`src/hdl/eot_pkg.sv`:
```
`timescale 1ns / 1ps

package eot_pkg;

  typedef enum logic [2:0] {
    PH_START,
    PH_VALUE,
    PH_ESCAPE,
    PH_GAP,
    PH_FAILED
  } phase_t;

  typedef enum logic [1:0] {
    KIND_CHAR,
    KIND_END,
    KIND_ERROR
  } kind_t;

  localparam logic [1:0] ERR_NONE = 2'd0;
  localparam logic [1:0] ERR_SEP  = 2'd1;
  localparam logic [1:0] ERR_ESC  = 2'd2;

  localparam logic OP_CHAR = 1'b0;
  localparam logic OP_EOT  = 1'b1;

  localparam logic [1:0] REG_SPACE_A = 2'd0;
  localparam logic [1:0] REG_SPACE_B = 2'd1;
  localparam logic [1:0] REG_SPACE_C = 2'd2;
  localparam logic [1:0] REG_SPACE_D = 2'd3;

  localparam logic [7:0] SPACE_A_RST = 8'd32;
  localparam logic [7:0] SPACE_B_RST = 8'd9;
  localparam logic [7:0] SPACE_C_RST = 8'd12;
  localparam logic [7:0] SPACE_D_RST = 8'd11;

  localparam logic [7:0] CH_BACKSLASH = 8'h5C;
  localparam logic [7:0] CH_SPACE     = 8'h20;
  localparam logic [7:0] CH_LETTER_T  = 8'h74;
  localparam logic [7:0] CH_LETTER_F  = 8'h66;
  localparam logic [7:0] CH_LETTER_V  = 8'h76;
  localparam logic [7:0] CH_TAB       = 8'h09;
  localparam logic [7:0] CH_FORMFEED  = 8'h0C;
  localparam logic [7:0] CH_VTAB      = 8'h0B;

  typedef struct packed {
    logic [7:0] a;
    logic [7:0] b;
    logic [7:0] c;
    logic [7:0] d;
  } sep_set_t;

  typedef struct packed {
    phase_t phase;
    logic   nonempty;
  } parse_state_t;

  typedef struct packed {
    logic       valid;
    kind_t      kind;
    logic [7:0] ch;
    logic [1:0] err;
  } result_t;

endpackage

```
`src/hdl/eot_cfg_regs.sv`:
```
`timescale 1ns / 1ps

module eot_cfg_regs
  import eot_pkg::*;
(
  input  logic        clk,
  input  logic        rst_n,
  input  logic        psel,
  input  logic        penable,
  input  logic        pwrite,
  input  logic [3:0]  paddr,
  input  logic [31:0] pwdata,
  output logic [31:0] prdata,
  output logic        pready,
  output sep_set_t    seps
);

  sep_set_t seps_r;
  logic     wr_en;

  assign wr_en  = psel && penable && pwrite;
  assign pready = 1'b1;
  assign seps   = seps_r;

  always_ff @(posedge clk) begin
    if (!rst_n) begin
      seps_r.a <= SPACE_A_RST;
      seps_r.b <= SPACE_B_RST;
      seps_r.c <= SPACE_C_RST;
      seps_r.d <= SPACE_D_RST;
    end else if (wr_en) begin
      case (paddr[3:2])
        REG_SPACE_A: seps_r.a <= pwdata[7:0];
        REG_SPACE_B: seps_r.b <= pwdata[7:0];
        REG_SPACE_C: seps_r.c <= pwdata[7:0];
        REG_SPACE_D: seps_r.d <= pwdata[7:0];
        default: ;
      endcase
    end
  end

  always_comb begin
    case (paddr[3:2])
      REG_SPACE_A: prdata = {24'd0, seps_r.a};
      REG_SPACE_B: prdata = {24'd0, seps_r.b};
      REG_SPACE_C: prdata = {24'd0, seps_r.c};
      REG_SPACE_D: prdata = {24'd0, seps_r.d};
      default:     prdata = 32'd0;
    endcase
  end

endmodule

```
`src/hdl/eot_step.sv`:
```
`timescale 1ns / 1ps

module eot_step
  import eot_pkg::*;
(
  input  parse_state_t cur,
  input  logic         opcode,
  input  logic [7:0]   ch,
  input  sep_set_t     seps,
  output parse_state_t nxt,
  output result_t      res
);

  logic is_sep;

  assign is_sep = (ch == seps.a) || (ch == seps.b) || (ch == seps.c) || (ch == seps.d);

  always_comb begin
    nxt       = cur;
    res.valid = 1'b0;
    res.kind  = KIND_CHAR;
    res.ch    = 8'd0;
    res.err   = ERR_NONE;

    if (opcode == OP_EOT) begin
      nxt.phase    = PH_START;
      nxt.nonempty = 1'b0;
      if ((cur.phase != PH_FAILED) && cur.nonempty) begin
        res.valid = 1'b1;
        res.kind  = KIND_END;
      end
    end else if (cur.phase != PH_FAILED) begin
      if (ch == CH_BACKSLASH) begin
        // backslash wins even when it is also a separator
        if (cur.phase == PH_ESCAPE) begin
          res.valid = 1'b1;
          res.ch    = CH_BACKSLASH;
        end else begin
          nxt.phase = PH_ESCAPE;
        end
      end else if (is_sep) begin
        if (cur.phase == PH_VALUE) begin
          nxt.phase    = PH_GAP;
          nxt.nonempty = 1'b0;
          res.valid    = 1'b1;
          res.kind     = KIND_END;
        end else if (cur.phase == PH_ESCAPE) begin
          res.valid = 1'b1;
          if (ch == CH_SPACE) begin
            res.ch = CH_SPACE;
          end else begin
            res.kind = KIND_ERROR;
            res.err  = ERR_SEP;
          end
        end
      end else if (cur.phase == PH_ESCAPE) begin
        res.valid = 1'b1;
        case (ch)
          CH_LETTER_T: res.ch = CH_TAB;
          CH_LETTER_F: res.ch = CH_FORMFEED;
          CH_LETTER_V: res.ch = CH_VTAB;
          default: begin
            res.kind = KIND_ERROR;
            res.err  = ERR_ESC;
          end
        endcase
      end else begin
        res.valid = 1'b1;
        res.ch    = ch;
      end

      // any emitted character lands in a token, an error parks the parser
      if (res.valid && (res.kind == KIND_CHAR)) begin
        nxt.phase    = PH_VALUE;
        nxt.nonempty = 1'b1;
      end else if (res.valid && (res.kind == KIND_ERROR)) begin
        nxt.phase = PH_FAILED;
      end
    end
  end

endmodule

```
`src/hdl/escaped_option_tokenizer.sv`:
```
`timescale 1ns / 1ps

// Whitespace tokenizer with backslash escapes. Takes one byte or end-of-text
// mark per cycle and returns at most one result (token character, token end
// or error) in the cycle after the transfer, from an output register. Every
// cycle a new item is taken unless the output register holds an untaken
// result while out_stall is high; the parser state update is a single
// compare-and-select step, so the rate is one item per clock. The four
// separator bytes sit behind the APB-style port and should be written while
// no items are in flight.
module escaped_option_tokenizer
  import eot_pkg::*;
(
  input  logic        clk,
  input  logic        rst_n,
  input  logic        in_valid,
  output logic        in_stall,
  input  logic        in_opcode,
  input  logic [7:0]  in_char,
  output logic        out_valid,
  input  logic        out_stall,
  output logic [1:0]  out_kind,
  output logic [7:0]  out_char,
  output logic [1:0]  out_error_code,
  input  logic        psel,
  input  logic        penable,
  input  logic        pwrite,
  input  logic [3:0]  paddr,
  input  logic [31:0] pwdata,
  output logic [31:0] prdata,
  output logic        pready
);

  sep_set_t     seps;
  parse_state_t state_r, state_nxt;
  result_t      res;
  logic         accept;
  logic         out_valid_r;
  kind_t        out_kind_r;
  logic [7:0]   out_char_r;
  logic [1:0]   out_err_r;

  eot_cfg_regs u_cfg (
    .clk     (clk),
    .rst_n   (rst_n),
    .psel    (psel),
    .penable (penable),
    .pwrite  (pwrite),
    .paddr   (paddr),
    .pwdata  (pwdata),
    .prdata  (prdata),
    .pready  (pready),
    .seps    (seps)
  );

  eot_step u_step (
    .cur    (state_r),
    .opcode (in_opcode),
    .ch     (in_char),
    .seps   (seps),
    .nxt    (state_nxt),
    .res    (res)
  );

  // hold off input only while a result is parked and downstream is stalled
  assign in_stall = out_valid_r && out_stall;
  assign accept   = in_valid && !in_stall;

  always_ff @(posedge clk) begin
    if (!rst_n) begin
      state_r.phase    <= PH_START;
      state_r.nonempty <= 1'b0;
    end else if (accept) begin
      state_r <= state_nxt;
    end
  end

  always_ff @(posedge clk) begin
    if (!rst_n) begin
      out_valid_r <= 1'b0;
    end else if (!in_stall) begin
      out_valid_r <= accept && res.valid;
    end
  end

  always_ff @(posedge clk) begin
    if (accept && res.valid) begin
      out_kind_r <= res.kind;
      out_char_r <= res.ch;
      out_err_r  <= res.err;
    end
  end

  assign out_valid      = out_valid_r;
  assign out_kind       = out_kind_r;
  assign out_char       = out_char_r;
  assign out_error_code = out_err_r;

endmodule
```
`config.mk`:
```
export PLATFORM = sky130hd
export DESIGN_NAME = escaped_option_tokenizer
export DESIGN_NICKNAME = d
export VERILOG_FILES = /design/src/hdl/eot_pkg.sv /design/src/hdl/eot_cfg_regs.sv /design/src/hdl/eot_step.sv /design/src/hdl/escaped_option_tokenizer.sv
export SDC_FILE = /design/constraint.sdc
export NUM_CORES = 1
export LEC_CHECK = 0
export BUFFER_PORTS_ARGS = -buffer_cell sky130_fd_sc_hd__buf_2
export CAP_MARGIN = 20
export CORE_MARGIN = 2
export CORE_UTILIZATION = 55
export CTS_CLUSTER_DIAMETER = 100
export DETAILED_ROUTE_END_ITERATION = 16
export HOLD_SLACK_MARGIN = 0.1
export PLACE_DENSITY_LB_ADDON = 0.05
export SLEW_MARGIN = 20
export SYNTH_ARGS = -nofsm -noshare
export SYNTH_HDL_FRONTEND = slang
export SYNTH_SLANG_ARGS = --single-unit
```
`constraint.sdc`:
```
create_clock -name clk -period 4.25 [get_ports clk]
set_input_delay 0.2125 -clock clk [delete_from_list [all_inputs] [get_ports clk]]
set_output_delay 0.2125 -clock clk [all_outputs]
set_load 0.05 [all_outputs]
```
# After elaboration in Yosys (flattened, before gate mapping)
# Cells that the tools add are included.
# W data, S select, Z words.
# classes
n_eq_ne,18
mux,38
bitwise,1
n_reduce_logical,28
# ops
operator,count
$pmux W32 S4,1
$mux W13,6
$eq A8 B7 Y1 const B,4
$eq A8 B8 Y1,4
$mux W3,7
$mux W4,4
$mux W8,2
$mux W2,7
$pmux W4 S3,1
$mux W10,1
$reduce_and A5 Y1,2
$reduce_bool A5 Y1,2
$eq A8 B6 Y1 const B,1
$logic_and A1 B1 Y1,8
$reduce_and A2 Y1,4
$mux W1,7
$mux W7,1
$eq A2 B2 Y1 const B,3
$mux W6,1
$ne A3 B3 Y1 const B,2
$reduce_bool A3 Y1,2
$reduce_or A3 Y1,2
$ne A5 B5 Y1 const B,1
$logic_not A2 Y1,2
other kinds (8),10
# word_totals
ff_bits,49
inputBits,52
elab_cells,95

# Logic depth before layout (Yosys ltp)
# depth
depth_word,17
mapped_depth,8

# Modules after synthesis
# From an unflattened synthesis, not the netlist that was laid out.
# unflattened
cells_unflattened,334
hier_area_um2,3220.6
# by_module_without_submodules
mod,n_inst,cells_per_inst,area_per_inst_um2,seq_area_each_um2
eot_cfg_regs,1,162,1646.6,640.6
eot_step,1,136,997.2,0.0
escaped_option_tokenizer,1,36,576.8,460.4

# Least setup slack after synthesis
# OpenSTA, ideal clock, no wires.
# synth_path
path_type,register to register
from,reg state_r[2] in the netlist's numbering
to,reg out_char_r[0] (netlist: out_char[0]) (enable)
arrival_time_ns,1.615
setup_slack_ns,2.280
path_stages_with_launch,7
path_buffers,2
synth_period_minus_slack_ns,1.970
cell_sequence,dfxtp_1 -> clkbuf_1 -> and2_1 -> clkbuf_1 -> nor3_1 -> a211oi_1 -> and2_1
# synth_via
elab_chain_len,13
elab_cells_between_ends,18
# synth_rtl
item,line,text
from (decl),escaped_option_tokenizer.sv:35,"parse_state_t state_r, state_nxt;"
from (signal assigned),escaped_option_tokenizer.sv:74,state_r <= state_nxt;
$eq A3 B2 Y1,"eot_step.sv:35, eot_step.sv:47",
$mux W13,eot_step.sv:47,end else if (cur.phase == PH_ESCAPE) begin
$mux W13,eot_step.sv:33,if (ch == CH_BACKSLASH) begin
$mux W13,eot_step.sv:32,end else if (cur.phase != PH_FAILED) begin
$mux W13,eot_step.sv:25,if (opcode == OP_EOT) begin
$mux W3,eot_step.sv:42,if (cur.phase == PH_VALUE) begin
$mux W13,eot_step.sv:41,end else if (is_sep) begin
$mux W1,eot_step.sv:33,
$mux W1,eot_step.sv:32,
$mux W1,eot_step.sv:25,
$mux W13,eot_step.sv:32,
$mux W3 (*),eot_step.sv:25,
$logic_and A1 B1 Y1 (*),escaped_option_tokenizer.sv:87,if (accept && res.valid) begin
to (signal assigned),escaped_option_tokenizer.sv:89,out_char_r <= res.ch;
to (decl),escaped_option_tokenizer.sv:40,logic [7:0] out_char_r;
# Mark *: on every way between the ends. The rest lies on a longest branch, timed or not. The select of a mux whose other input is x is not followed.
# A chain may end at the register's enable or synchronous reset.

# Final worst setup path
# layout_path
from,reg u_cfg.seps_r (netlist bit u_cfg.seps[30])
to,reg out_char_r[3] (netlist: out_char[3]) (enable)
# layout_via
elab_chain_len,11
# layout_rtl
item,line,text
from (decl),eot_cfg_regs.sv:18,sep_set_t seps_r;
$eq A8 B8 Y1,eot_step.sv:16,assign is_sep = (ch == seps.a) || (ch == seps.b) || (ch == seps.c) || (ch == seps.d);
$logic_or A1 B1 Y1 (3 in a row),eot_step.sv:16,
$mux W13,eot_step.sv:41,
$mux W1,eot_step.sv:33,
$mux W1,eot_step.sv:32,
$mux W1,eot_step.sv:25,
$mux W13,eot_step.sv:32,
$mux W3,eot_step.sv:25,
$logic_and A1 B1 Y1,escaped_option_tokenizer.sv:87,
# Every way passes these cells. The select of a mux whose other input is x is not followed.

==> parameters.txt <==
Parameter                              Value

Outcome
  Outcome    finished, final reports clean

GRT
  Global Route met1 Usage    28.7%
  Number of global-route vias before repair    2122
  Maximum number of pins on one net before global-route repair    42
  Met3 demand-to-capacity share in global routing    3.91%
  Busiest layer in global routing    met2
  Number of antenna violations at the first check in global routing    0
  Overall global routing resource usage    22.0%
  Met2 track demand over resource    36.2%
  Global route total overflow    0
  Global-route wire length before repair    10600 µm

Synth
  Ranking of synthesized cells by area    dfxtp_1 24%, edfxtp_1 12%, mux2i_1 11%
  Most frequent cells after synthesis    37 x dfxtp_1, 33 x mux2i_1, 32 x xor2_1, 28 x nand2_1, 26 x buf_4
  Most instantiated flip-flop cell in the synthesis netlist    dfxtp_1
  Most common cell in the synthesized netlist    dfxtp_1
  Dominant cell type by area after synthesis    dfxtp_1
  Mapped Avg Cell Area    9.70 µm²
  Unique cell type count in the Yosys netlist    48
  Ys Warns    0
  Post-Syn Instances    315
  Flops & latches, synth    49
  Cell area after synthesis    3050 µm²
  Async S/R FF share, synth    0%
  Share of the synthesized area in the top cell type    24.3%
  Sequential element share of the synthesized area    36.1%
  EDFF count, synth    12

Final layout
  Number of inserted filler cells in the final layout    484
  N_diodes    0
  Share of layout cells above drive strength 1    20.6%
  Non-filler instance count after layout    422
  Layout overhead on the synthesized area    8.73%
  Final #Nets    401
  Cell area after layout    3320 µm²

Floorplanning
  Die outline height    78.5 µm
  Site row count    27
  I/O pin total    99
  Floorplan core area    5440 µm²
  Initial cell density of the core    56.2%
  Chip Width    78.5 µm
  Area of the die    6170 µm²

Pwr
  Peak supply drop    0.000194 V
  PwrDens    317 nW/µm²
  Leakage power summed over all cells    1.45 nW

Place
  IO Port Bufs    47
  Placed Area    3200 µm²
  Half-perimeter wire length after placement    4590 µm
  Cells after DPL    414
  Final Wtd Congestion    0.868
  Worst slack at placement    1.90 ns

Worst hold path
  Endpoint with the worst hold slack    u_cfg.seps[16]
  HP Start    pwdata[0]
  Worst hold path type    input pin to flop
  Instance count along the most critical hold path    3

Clock tree
  Number of sinks driven by the clock tree    49
  Total clock buffers created by CTS    5
  TritonCTS clock tree    built
  H-tree lvl count    2
  Hold-fix buffer count after cts    0
  Cells resized by post-CTS repair    0
  Clock root buffer master    clkbuf_8
  Total setup buffers inserted after CTS    0
  Clock transition at the registers of the reported paths    0.09 ns
  Clock insertion delay at the later pin of the skew report    0.31 ns
  Max Buffers Root-to-Sink    2

Worst setup path
  Crit. End Element    flop
  Depth of the worst register-to-register path    7
  Worst flop-to-flop path startpoint    u_cfg.seps[30]
  Internal reg-to-reg setup slack    1.99 ns
  Endpoint arrival time on the critical path    2.21 ns
  Setup CP Type    flop to flop
  Critical Path Source Type    flop
  Largest fanout of any net on the critical path    17
  Required time of the critical path    4.20 ns
  RR Endpoint    out_char[3]

STA
  Final max-slew violation count    0
  Unrepaired setup endpoints after global routing    no
  Clock Skews    0.00547 ns
  Hold Slack    0.160 ns
  Worst-Margin Slew    0.970 ns
  Final setup vio count    0
  Maximum clock frequency    443 MHz
  Final WS setup    1.99 ns
  Relative slew slack    34.9%
  Final total negative setup slack    0 ns
  Minimum period implied by the final worst setup slack    2.26 ns
  Hold Violations, Final    0
  Period utilization    53.1%

Detailed routing
  Routed vias    2272
  Number of design-rule violations left by the first detailed-router iteration    143
  First-pass iteration count of the detailed router    4
  Avg WL per Cell    15.3 µm
  Detailed-route DRC error count    0
  Count of antenna-violating nets left after detailed routing    0
  DRT Wirelength    6450 µm
  DR vias/cell    5.38

Run
  Count of max-cap constraint violations    0
==> layout by cell type (no fill, tap or decap), types with 2 or more instances in the layout <==
master,n
buf_2,47
dfxtp_1,37
mux2i_1,33
xor2_1,32
nand2_1,28
conb_1,25
nor2b_1,24
edfxtp_1,12
nor2_1,10
nor4_1,9
a21oi_1,9
nand3_1,8
mux4_2,8
nor3_1,7
nor3b_1,5
clkbuf_8,5
nand4_1,4
and2_1,4
nand2b_1,3
a211oi_1,3
o21ai_1,3
and3_1,3
nand4b_1,2
a21o_1,2
a21boi_1,2
clkbuf_16,2
buf_4,2
==> layout make-up <==
type / instances / area (µm²) / share of cell area [%]
Inverter: 1 / 3.75 / 0.113
Clock buffer: 7 / 119 / 3.58
Sequential cell: 49 / 1100 / 33.2
Tap cell: 72 / 90.1 / 2.71
Timing Repair Buffer: 49 / 250 / 7.54
Multi-Input combinational cell: 243 / 1750 / 52.8
Clock inverter: 1 / 5.00 / 0.151
==> power breakdown <==
group / switching, mW / internal, mW / leakage (nW) / total, mW
clock: 0.163 / 0.187 / 0.0645 / 0.349
combinational: 0.154 / 0.0530 / 0.970 / 0.207
sequential: 0.00695 / 0.491 / 0.415 / 0.498
total: 0.324 / 0.730 / 1.45 / 1.05
==> worst max-delay path, cell delays in order (launching register included) <==
cell and delay, ns:
dfxtp_1 0.39, xor2_1 0.20, nor4_1 0.10, nand2_1 0.08, nand4_1 0.09, buf_4 0.20
a211oi_1 0.30, and2_1 0.53
==> registers in the layout (all words and copies together) (netlist names) <==
name,count
out_char,8
state_r,4
out_kind,2
out_error_code,2
out_valid,1
u_cfg.seps,32
==> metrics by stage <==
stage	power (mW)	utilization, %
6_report	1.05	61.1
5_1_grt	1.09	61.1
4_1_cts	1.06	61.1
3_5_place_dp	0.715	58.8
3_3_place_gp	0.713	58.8
2_1_floorplan	0.693	-
==> routing by layer <==
metal | wire length (µm) | share of wire (%)
met5 | 0 | 0
met4 | 93 | 1.4
met3 | 337 | 5.2
met2 | 3210 | 50
met1 | 2810 | 44
==> cells by family (layout without fill, tap and decap cells) <==
| logic type | count (synthesis) | in the layout | synth area share (%) |
|---|---|---|---|
| AND/OR/NAND/NOR | 114 | 114 | 20.6 |
| flip-flops | 49 | 49 | 36.1 |
| buffers and inverters | 46 | 58 | 9.42 |
| multiplexers | 42 | 42 | 17.2 |
| XOR/XNOR | 33 | 33 | 9.46 |
| AO/OA/AOI/OAI | 29 | 29 | 7.01 |
| other | 2 | 25 | 0.246 |
==> how the worst max path moves through the flow <==
stage | start | end | slack, ns
finish | u_cfg.seps[30] | out_char[3] | 1.99
global placement | in_char[4] | out_char[7] | 1.93
CTS | u_cfg.seps[30] | out_char[0] | 1.97
detailed placement | in_char[4] | out_char[0] | 1.90
global route | u_cfg.seps[15] | out_char[2] | 1.83
floorplan | state_r[2] | out_char[0] | 2.28
(Power assumes the default switching activity.)
